File: src/rtl/affba_pkg.sv
// Package with constants and types shared by the aligned first-fit block allocator.
`default_nettype none

package affba_pkg;

    // Default number of slots in the occupancy map.
    localparam int MAP_DEPTH_DEF = 128;

    // Widths of the transaction fields.
    localparam int SIZE_W  = 8;
    localparam int INDEX_W = 8;

    // Command codes.
    localparam logic CMD_ALLOC = 1'b0;
    localparam logic CMD_FREE  = 1'b1;

    // Sequencer states.
    typedef enum logic [2:0] {
        ST_CLEAR,
        ST_IDLE,
        ST_A_CHECK,
        ST_A_RD,
        ST_A_EVAL,
        ST_A_MARK,
        ST_F_WR,
        ST_FIN
    } state_t;

endpackage

`default_nettype wire

File: src/rtl/affba_ram.sv
// Generic single-port synchronous RAM with a registered read.
`default_nettype none

module affba_ram #(
    parameter int WIDTH = 1,
    parameter int DEPTH = 128
) (
    input  wire logic                     aclk,
    input  wire logic [$clog2(DEPTH)-1:0] addr,
    input  wire logic                     we,
    input  wire logic [WIDTH-1:0]         wdata,
    output logic      [WIDTH-1:0]         rdata
);

    logic [WIDTH-1:0] mem [DEPTH];

    // One write and one read per cycle at the same address; read data is registered and appears the cycle after.
    always_ff @(posedge aclk) begin
        if (we) begin
            mem[addr] <= wdata;
        end
        rdata <= mem[addr];
    end

endmodule

`default_nettype wire

File: src/rtl/aligned_first_fit_block_allocator_unit.sv
// Top level of the aligned first-fit block allocator over a slot bitmap in RAM.
//
//   channel | direction | ports                                     | handshake
//   request | in        | s_cmd, s_block_size, s_start_index         | s_valid / s_ready
//   result  | out       | m_ok, m_granted_index                      | m_valid / m_ready
//
// The bitmap lives in a one-bit-wide RAM, one slot per entry; slots are written one per
// cycle and read one at a time. A free writes its N slots free in turn, stopping early
// when clipped at the map end. An allocate checks each candidate against the map end,
// reads its slots in turn (an address state, then an evaluate state), marks a granted
// run slot by slot and loads the result; a candidate is dropped at its first used slot.
// After reset a clearing pass writes every slot free, with s_ready low.
// One request is worked on at a time; a new one is taken while the last result waits.
`default_nettype none

module aligned_first_fit_block_allocator_unit #(
    parameter int MAP_DEPTH = affba_pkg::MAP_DEPTH_DEF
) (
    input  wire logic                         aclk,
    input  wire logic                         aresetn,
    input  wire logic                         s_valid,
    output logic                              s_ready,
    input  wire logic                         s_cmd,
    input  wire logic [affba_pkg::SIZE_W-1:0] s_block_size,
    input  wire logic [affba_pkg::INDEX_W-1:0] s_start_index,
    output logic                              m_valid,
    input  wire logic                         m_ready,
    output logic                              m_ok,
    output logic [affba_pkg::INDEX_W-1:0]     m_granted_index
);

    localparam int ADDR_W = $clog2(MAP_DEPTH);
    localparam int SUM_W  = $clog2(MAP_DEPTH + 256);
    localparam int SW     = affba_pkg::SIZE_W;
    localparam int IW     = affba_pkg::INDEX_W;

    affba_pkg::state_t state_reg, state_next;
    logic [SW-1:0]     len_reg, len_next;
    logic [SUM_W-1:0]  cand_reg, cand_next;
    logic [SW-1:0]     k_reg, k_next;
    logic [ADDR_W-1:0] clr_reg, clr_next;
    logic              pend_ok_reg, pend_ok_next;
    logic [IW-1:0]     pend_idx_reg, pend_idx_next;
    logic              m_valid_reg, m_valid_next;
    logic              m_ok_reg, m_ok_next;
    logic [IW-1:0]     m_idx_reg, m_idx_next;

    logic [SUM_W-1:0]  slot;
    logic [SUM_W-1:0]  run_end;
    logic [ADDR_W-1:0] ram_addr;
    logic              ram_we;
    logic              ram_wdata;
    logic              ram_rdata;
    logic              out_free;

    // Bitmap storage.
    affba_ram #(
        .WIDTH (1),
        .DEPTH (MAP_DEPTH)
    ) u_map (
        .aclk  (aclk),
        .addr  (ram_addr),
        .we    (ram_we),
        .wdata (ram_wdata),
        .rdata (ram_rdata)
    );

    // Current slot and end of the candidate run.
    assign slot     = cand_reg + SUM_W'(k_reg);
    assign run_end  = cand_reg + SUM_W'(len_reg);
    assign out_free = !m_valid_reg || m_ready;

    assign s_ready         = (state_reg == affba_pkg::ST_IDLE);
    assign m_valid         = m_valid_reg;
    assign m_ok            = m_ok_reg;
    assign m_granted_index = m_idx_reg;

    // State and data registers.
    always_ff @(posedge aclk) begin
        if (!aresetn) begin
            state_reg   <= affba_pkg::ST_CLEAR;
            clr_reg     <= '0;
            m_valid_reg <= 1'b0;
        end else begin
            state_reg   <= state_next;
            clr_reg     <= clr_next;
            m_valid_reg <= m_valid_next;
        end
        len_reg      <= len_next;
        cand_reg     <= cand_next;
        k_reg        <= k_next;
        pend_ok_reg  <= pend_ok_next;
        pend_idx_reg <= pend_idx_next;
        m_ok_reg     <= m_ok_next;
        m_idx_reg    <= m_idx_next;
    end

    // Sequencer: next state, RAM access and result staging.
    always_comb begin
        state_next    = state_reg;
        len_next      = len_reg;
        cand_next     = cand_reg;
        k_next        = k_reg;
        clr_next      = clr_reg;
        pend_ok_next  = pend_ok_reg;
        pend_idx_next = pend_idx_reg;
        m_valid_next  = m_valid_reg;
        m_ok_next     = m_ok_reg;
        m_idx_next    = m_idx_reg;
        ram_addr      = slot[ADDR_W-1:0];
        ram_we        = 1'b0;
        ram_wdata     = 1'b0;

        // The output register empties when its transaction completes.
        if (m_valid_reg && m_ready) begin
            m_valid_next = 1'b0;
        end

        case (state_reg)
            affba_pkg::ST_CLEAR: begin
                ram_addr = clr_reg;
                ram_we   = 1'b1;
                clr_next = clr_reg + 1'b1;
                if (clr_reg == ADDR_W'(MAP_DEPTH - 1)) begin
                    state_next = affba_pkg::ST_IDLE;
                end
            end
            affba_pkg::ST_IDLE: begin
                if (s_valid) begin
                    len_next = s_block_size;
                    k_next   = '0;
                    if (s_cmd == affba_pkg::CMD_ALLOC) begin
                        cand_next  = '0;
                        state_next = affba_pkg::ST_A_CHECK;
                    end else begin
                        cand_next  = SUM_W'(s_start_index[IW-1:1]);
                        state_next = affba_pkg::ST_F_WR;
                    end
                end
            end
            affba_pkg::ST_A_CHECK: begin
                // Reject an empty request or a run that spills past the map end.
                if (len_reg == '0 || run_end > SUM_W'(MAP_DEPTH)) begin
                    pend_ok_next  = 1'b0;
                    pend_idx_next = '0;
                    state_next    = affba_pkg::ST_FIN;
                end else begin
                    state_next = affba_pkg::ST_A_RD;
                end
            end
            affba_pkg::ST_A_RD: begin
                state_next = affba_pkg::ST_A_EVAL;
            end
            affba_pkg::ST_A_EVAL: begin
                if (ram_rdata) begin
                    // Slot taken: move on to the next aligned candidate.
                    cand_next  = run_end;
                    k_next     = '0;
                    state_next = affba_pkg::ST_A_CHECK;
                end else if (k_reg == len_reg - 1'b1) begin
                    k_next     = '0;
                    state_next = affba_pkg::ST_A_MARK;
                end else begin
                    k_next     = k_reg + 1'b1;
                    state_next = affba_pkg::ST_A_RD;
                end
            end
            affba_pkg::ST_A_MARK: begin
                ram_we    = 1'b1;
                ram_wdata = 1'b1;
                k_next    = k_reg + 1'b1;
                if (k_reg == len_reg - 1'b1) begin
                    pend_ok_next  = 1'b1;
                    pend_idx_next = {cand_reg[IW-2:0], 1'b0};
                    state_next    = affba_pkg::ST_FIN;
                end
            end
            affba_pkg::ST_F_WR: begin
                if (k_reg == len_reg || slot >= SUM_W'(MAP_DEPTH)) begin
                    pend_ok_next  = 1'b1;
                    pend_idx_next = '0;
                    state_next    = affba_pkg::ST_FIN;
                end else begin
                    ram_we = 1'b1;
                    k_next = k_reg + 1'b1;
                end
            end
            affba_pkg::ST_FIN: begin
                if (out_free) begin
                    m_valid_next = 1'b1;
                    m_ok_next    = pend_ok_reg;
                    m_idx_next   = pend_idx_reg;
                    state_next   = affba_pkg::ST_IDLE;
                end
            end
            default: begin
                state_next = affba_pkg::ST_IDLE;
            end
        endcase
    end

    // Writes happen only in the clearing, marking and freeing states.
    a_write_states: assert property (@(posedge aclk) disable iff (!aresetn)
        ram_we |-> (state_reg == affba_pkg::ST_CLEAR || state_reg == affba_pkg::ST_A_MARK ||
                    state_reg == affba_pkg::ST_F_WR))
        else $error("bitmap written outside a write state");

    // Only marking sets a slot used.
    a_mark_data: assert property (@(posedge aclk) disable iff (!aresetn)
        (ram_we && ram_wdata) |-> (state_reg == affba_pkg::ST_A_MARK))
        else $error("slot set used outside marking");

    // A failed allocation reports index zero.
    a_fail_index: assert property (@(posedge aclk) disable iff (!aresetn)
        (m_valid_reg && !m_ok_reg) |-> (m_idx_reg == '0))
        else $error("failed allocation with nonzero index");

    // An accepted request leaves the idle state at once.
    a_busy_after_accept: assert property (@(posedge aclk) disable iff (!aresetn)
        (s_valid && s_ready) |=> (state_reg != affba_pkg::ST_IDLE))
        else $error("request accepted but sequencer stayed idle");

    // A result is loaded only from the finishing state.
    a_result_source: assert property (@(posedge aclk) disable iff (!aresetn)
        $rose(m_valid_reg) |-> ($past(state_reg) == affba_pkg::ST_FIN))
        else $error("result appeared without finishing a request");

endmodule

`default_nettype wire
File: config.mk
export PLATFORM = sky130hd
export DESIGN_NAME = aligned_first_fit_block_allocator_unit
export DESIGN_NICKNAME = d
export VERILOG_FILES = /design/src/rtl/affba_pkg.sv /design/src/rtl/affba_ram.sv /design/src/rtl/aligned_first_fit_block_allocator_unit.sv
export SDC_FILE = /design/constraint.sdc
export NUM_CORES = 1
export LEC_CHECK = 0
export BUFFER_PORTS_ARGS = -buffer_cell sky130_fd_sc_hd__buf_2
export CORE_UTILIZATION = 45
export DETAILED_ROUTE_END_ITERATION = 10
export GPL_TIMING_DRIVEN = 0
export PLACE_DENSITY = 0.69
export SLEW_MARGIN = 30
export SYNTH_ARGS = -nofsm -noshare
export SYNTH_HDL_FRONTEND = slang
export SYNTH_SLANG_ARGS = --single-unit
File: constraint.sdc
create_clock -name aclk -period 10.84 [get_ports aclk]
set_input_delay 1.084 -clock aclk [delete_from_list [all_inputs] [get_ports aclk]]
set_output_delay 1.084 -clock aclk [all_outputs]
set_load 0.05 [all_outputs]
==> results.toml, run 1 <==
[synthesis]
yosysTopAreaCell = "edfxtp_1"
netlist_instances = 838
ys_types = 81
synth_top_family_by_area = "simple AND/OR/NAND/NOR gates"
synthArstFlopShare = 0
synthAdderAreaFrac = 0.03057
yosys-top-cells-count = "169 x edfxtp_1, 87 x nor3_1, 67 x nand2_1"
syn_avg_cell_area_um2 = 11.33
yosysMostFrequentCell = "edfxtp_1"
synth.cell_area_um2 = 9495
synthMuxAreaShare = 0.007247
synth_xor_area_frac = 0.03228
synth-simple-area-share = 0.2232
ys_seq_area_frac = 0.5598
synth_compound_area_frac = 0.1069
syn-num-nets = 881
ys.flop_type = "edfxtp_1"
synth-edff-count = 169
ys_warn_count = 0
synth_top_area_share = 0.5345
synth.ff_latch_count = 181
ys_top_cells_by_area = "edfxtp_1 53%, nor3_1 4.6%, nor4_1 2.9%"

[sta]
setup_viol = 0
clock-skew-final_ns = 0.01488
worst_pin_slew_ns = 0.8742
holdWs_ns = 0.4192
hold_viol_final = 0
tns_ns = 0
rsz0062_at_grt = "no"
fin_crit_sh = 0.3839
fin_crit_ns = 4.162
report.final.slew_viol_count = 0
relSlewSlack = 0.4137
fmax_mhz = 240.3

[pwr]
power.share.switching = 0.4713
peakVddDrop_uv = 170.0
p_leak_nw = 3.514
p_int_mw = 1.717
switchingPower_mw = 1.530
p_seq_frac = 0.274
p_total_mw = 3.247
clkPwrFrac = 0.204
powerDensity_nw_per_um2 = 301.9
combPwrFrac = 0.522

[drt]
drtAntennaViolNets = 0
vias = 7400
drc = 0
wl_per_cell_um = 22.39
drtIter0Drc = 1225
first_pass_iters = 6
wl_um = 26280
viasPerCell = 6.303

[placed_design]
dp_hpwl_um = 18430
numPortBuffers = 28
place.gp.congestion = 0.9492

[worst_setup_path]
cp_slowest_cell = "o31ai_2"
r2r_slack_ns = 6.68
worstSetupStartpointType = "register"
crit_required_ns = 10.95
arrival_ns = 4.27
critPathCaptureType = "register"
max_stage_delay_ns = 0.82
crit_type = "reg2reg"
crit_chain = "ha_1, fa_1, nand3_1, a21boi_0, o31ai_2, nor2b_1, clkbuf_1, nand2_1, nor3_1"
crit_path_max_fanout = 10

[floorplan]
die_h_um = 147.3
die_area_um2 = 21690
ios = 32
rows = 52
start_util = 0.4648
core_area_um2 = 20430
die_w_um = 147.3

[layout]
nFillCells = 1805
syn_to_final_growth_pct = 13.27
n_antenna_cell = 0
multi_input_area_um2 = 3820
ff_latch_area_um2 = 5315
drive_above_1_share = 0.1338
largest_reg_flops = 128
final_net_count = 934

[flow_run]
maxCapViolations = 0

[grt]
grt_usage = 0.2501
grt_pass1_wl_um = 40600
antenna_found_initial = 0
grt_pass1_vias = 6919
grt_max_degree = 33
overflow = 0

[clock_tree]
cts_max_level = 4
cts_setup_buffers = 0
cts_resized = 0
clock-sinks = 181
clk_latency_ns = 0.45
max-clock-path-buffers = 2
ctsHoldBuffers = 0
path_clk_slew_ns = 0.07
numCtsBuffers = 17
cts_tree = "built"
cts-root-buf = "clkbuf_16"

[worst_hold_path]
worstHoldPathType = "reg2reg"

[outcome]
status = "completed"
## metal layers
| layer | track usage | vias to the layer above | wire length (um) |
|---|---|---|---|
| li1 | - | 3365 | - |
| met1 | 0.3649 | 3517 | 11250 |
| met2 | 0.3608 | 449 | 11350 |
| met3 | 0.05186 | 69 | 2837 |
| met4 | 0.1041 | 0 | 846 |
| met5 | 0 | - | 0 |
## cell usage in the layout, fill, tap and decap left out, types with 13 or more instances in the layout
master	n
a21oi_1	14
and3_1	13
a22oi_1	31
nor4_1	44
nor3_1	86
a222oi_1	16
xor2_1	16
nor2_1	43
xnor2_1	19
nand4_1	23
clkbuf_1	37
buf_2	44
nand3_1	39
clkbuf_16	17
ha_1	20
nand2_1	67
edfxtp_1	169
and2_1	20
## critical path: cells and delay by family (launching register included)
kind	cells	cell delay, ns
AOI/OAI and AO/OA	2	1.02
adders and majority gates	2	0.71
buffers and inverters	1	0.46
DFF	1	0.53
and+or+nand+nor	4	1.10
## kinds of logic after synthesis
family	count (synthesis)
AOI/OAI and AO/OA	128
buffers and inverters	77
DFF	181
xor gates and xnor gates	35
and+or+nand+nor	389
muxes	5
adders and majority gates	22
other	1
## metrics by stage
step / std cells / util / worst slack (ns) / cell area [um2]
2_1_floorplan: 838 / - / 6.172 / 9495
3_3_place_gp: 1136 / 0.4882 / 3.616 / 9973
3_5_place_dp: 1141 / 0.4957 / 6.784 / 10130
4_1_cts: 1173 / 0.5261 / 6.781 / 10750
5_1_grt: 1174 / 0.5265 / 6.623 / 10760
6_report: 1174 / 0.5265 / 6.678 / 10760
## final timing paths
check,to,from,cells past startpoint
max reg2reg,u_map.mem[84],k_reg[0],9
max,u_map.mem[84],k_reg[0],9
min,m_ok,pend_ok_reg,0
min reg2reg,m_ok,pend_ok_reg,0
## power by group through the flow
stage | logic (mW) | clock network (mW) | registers [mW]
6_report | 1.70 | 0.661 | 0.890
5_1_grt | 1.78 | 0.686 | 0.896
4_1_cts | 1.63 | 0.662 | 0.890
3_5_place_dp | 1.62 | 0 | 0.905
3_3_place_gp | 1.61 | 0 | 0.907
2_1_floorplan | 1.13 | 0 | 0.887
## area by class of cell
type | count | area share
clock buffer | 18 | 0.03990
sequential | 181 | 0.4942
buffer | 67 | 0.03153
tap | 270 | 0.03141
multi-input combinational | 580 | 0.3552
timing repair buffer | 34 | 0.02652
inverter | 10 | 0.003490
clock inverter | 14 | 0.01780
Power figures use the tool's default switching activity.
==> run 2: changes to the inputs <==
==> constraint.sdc (replaced) <==
create_clock -name aclk -period 4.1 [get_ports aclk]
set_input_delay 0.41 -clock aclk [delete_from_list [all_inputs] [get_ports aclk]]
set_output_delay 0.41 -clock aclk [all_outputs]
set_load 0.05 [all_outputs]
==> results.toml, run 2 (synthesized netlist as in run 1, its figures left out) <==
[outcome]
status = "completed"

[drt]
drc = 0
drtIter0Drc = 1088
first_pass_iters = 8
vias = 7443
drtAntennaViolNets = 0
viasPerCell = 6.345
wl_um = 26340
wl_per_cell_um = 22.45

[worst_setup_path]
crit_type = "reg2reg"
rr_worst_depth = 11
crit_required_ns = 4.45
worstSetupStartpointType = "register"
r2r-start = "k_reg[0]"
reg2reg_to = "u_map.rdata"
crit_path_max_fanout = 10
arrival_ns = 4.24
critPathCaptureType = "register"
r2r_slack_ns = 0.21

[pwr]
peakVddDrop_uv = 471.6
powerDensity_nw_per_um2 = 799.6
p_leak_nw = 3.507

[sta]
clock-skew-final_ns = 0.01472
fin_crit_sh = 0.9487
worst_pin_slew_ns = 0.8524
rsz0062_at_grt = "no"
hold_viol_final = 0
report.final.slew_viol_count = 0
fin_crit_ns = 3.890
fmax_mhz = 257.1
setup_viol = 0
relSlewSlack = 0.4170
postLayoutSetupSlackWorst_ns = 0.2103
tns_ns = 0

[clock_tree]
clk_latency_ns = 0.46
numCtsBuffers = 17
cts_tree = "built"
cts_max_level = 4
max-clock-path-buffers = 2
ctsHoldBuffers = 0
cts-root-buf = "clkbuf_16"
path_clk_slew_ns = 0.08
clock-sinks = 181

[floorplan]
die_w_um = 147.3
die_h_um = 147.3
die_area_um2 = 21690
start_util = 0.4648
ios = 32
rows = 52
core_area_um2 = 20430

[placed_design]
post-place-ws_ns = 0.09233
placed_cell_area_um2 = 10100
place.gp.congestion = 0.9663
numPortBuffers = 28
dp_hpwl_um = 18250

[grt]
antenna_found_initial = 1
grt_usage = 0.2508
grt_pass1_wl_um = 40670
overflow = 0
grt_pass1_vias = 7068
grt_max_degree = 39

[layout]
syn_to_final_growth_pct = 13.26
fin_util = 0.5264
most-common-layout-cells = "169 x edfxtp_1, 86 x nor3_1, 67 x nand2_1, 44 x buf_2, 44 x nor4_1"
final_common_cell = "edfxtp_1"
fin_area_um2 = 10750
drive_above_1_share = 0.1353
largest_reg_flops = 128
final_net_count = 932

[worst_hold_path]
min_from = "s_block_size[3]"
whs_path_depth = 1
hold_path_end = "len_reg[3]"
worstHoldPathType = "in2reg"

[flow_run]
maxCapViolations = 0
==> run 2: power breakdown <==
part	switching [mW]	internal [mW]	leakage [nW]	total (mW)
registers	0.133	2.22	1.57	2.35
clock network	0.811	0.939	0.307	1.75
logic	3.16	1.34	1.63	4.49
total	4.10	4.50	3.51	8.60
==> run 2: repair_timing <==
| item | CTS | global route |
|---|---|---|
| setup buffers | 0 | 0 |
| endpoints found under the setup margin | 0 | 20 |
| resized for setup | 0 | 3 |
==> run 2: cell type report <==
class	count	area, um2
diodes	1	2.502
flip-flops and latches	181	5315
clock inverters	15	209.0
multi-input cells	580	3837
plain buffers	67	339.1
inverters	10	37.54
well taps	270	337.8
fillers	1782	9676
repair buffers	32	250.2
clock buffers	17	425.4
==> run 2: worst max-delay path: stages (launching register included) <==
cell	delay, ns
edfxtp_1	0.53
ha_1	0.27
fa_1	0.44
xnor2_1	0.35
nand2_1	0.11
o22ai_1	0.69
buf_2	0.46
a222oi_1	0.14
nand4_1	0.13
o31ai_1	0.10
o211a_1	0.28
nor3_2	0.28
==> run 2: metrics by stage <==
| stage | hold slack [ns] | instances | total power [mW] |
|---|---|---|---|
| finish | 0.1357 | 1173 | 8.599 |
| global route | 0.1369 | 1172 | 8.949 |
| global placement | 0.4039 | 1136 | 6.652 |
| floorplan | 0.4003 | 838 | 5.324 |
| detailed placement | 0.4045 | 1140 | 6.712 |
| CTS | 0.1318 | 1172 | 8.463 |
==> run 2: layer usage <==
metal  up-vias  share of wire  track usage
li1       3365              -            -
met1      3540           0.42       0.3577
met2       460           0.43       0.3637
met3        78           0.11      0.04783
met4         0          0.039       0.1268
met5         -              0            0
==> run 2: worst max-delay path by stage <==
stage / start / end / slack (ns) / cells past startpoint
after floorplan: state_reg[1] / u_map.mem[0] / 0.87 / 4
after global placement: state_reg[1] / u_map.mem[78] / -0.71 / 4
after detailed placement: k_reg[0] / u_map.mem[84] / 0.09 / 9
after CTS: k_reg[0] / u_map.mem[84] / 0.06 / 9
after global routing: k_reg[2] / u_map.mem[11] / 0.006 / 9
final: k_reg[0] / u_map.rdata / 0.21 / 11
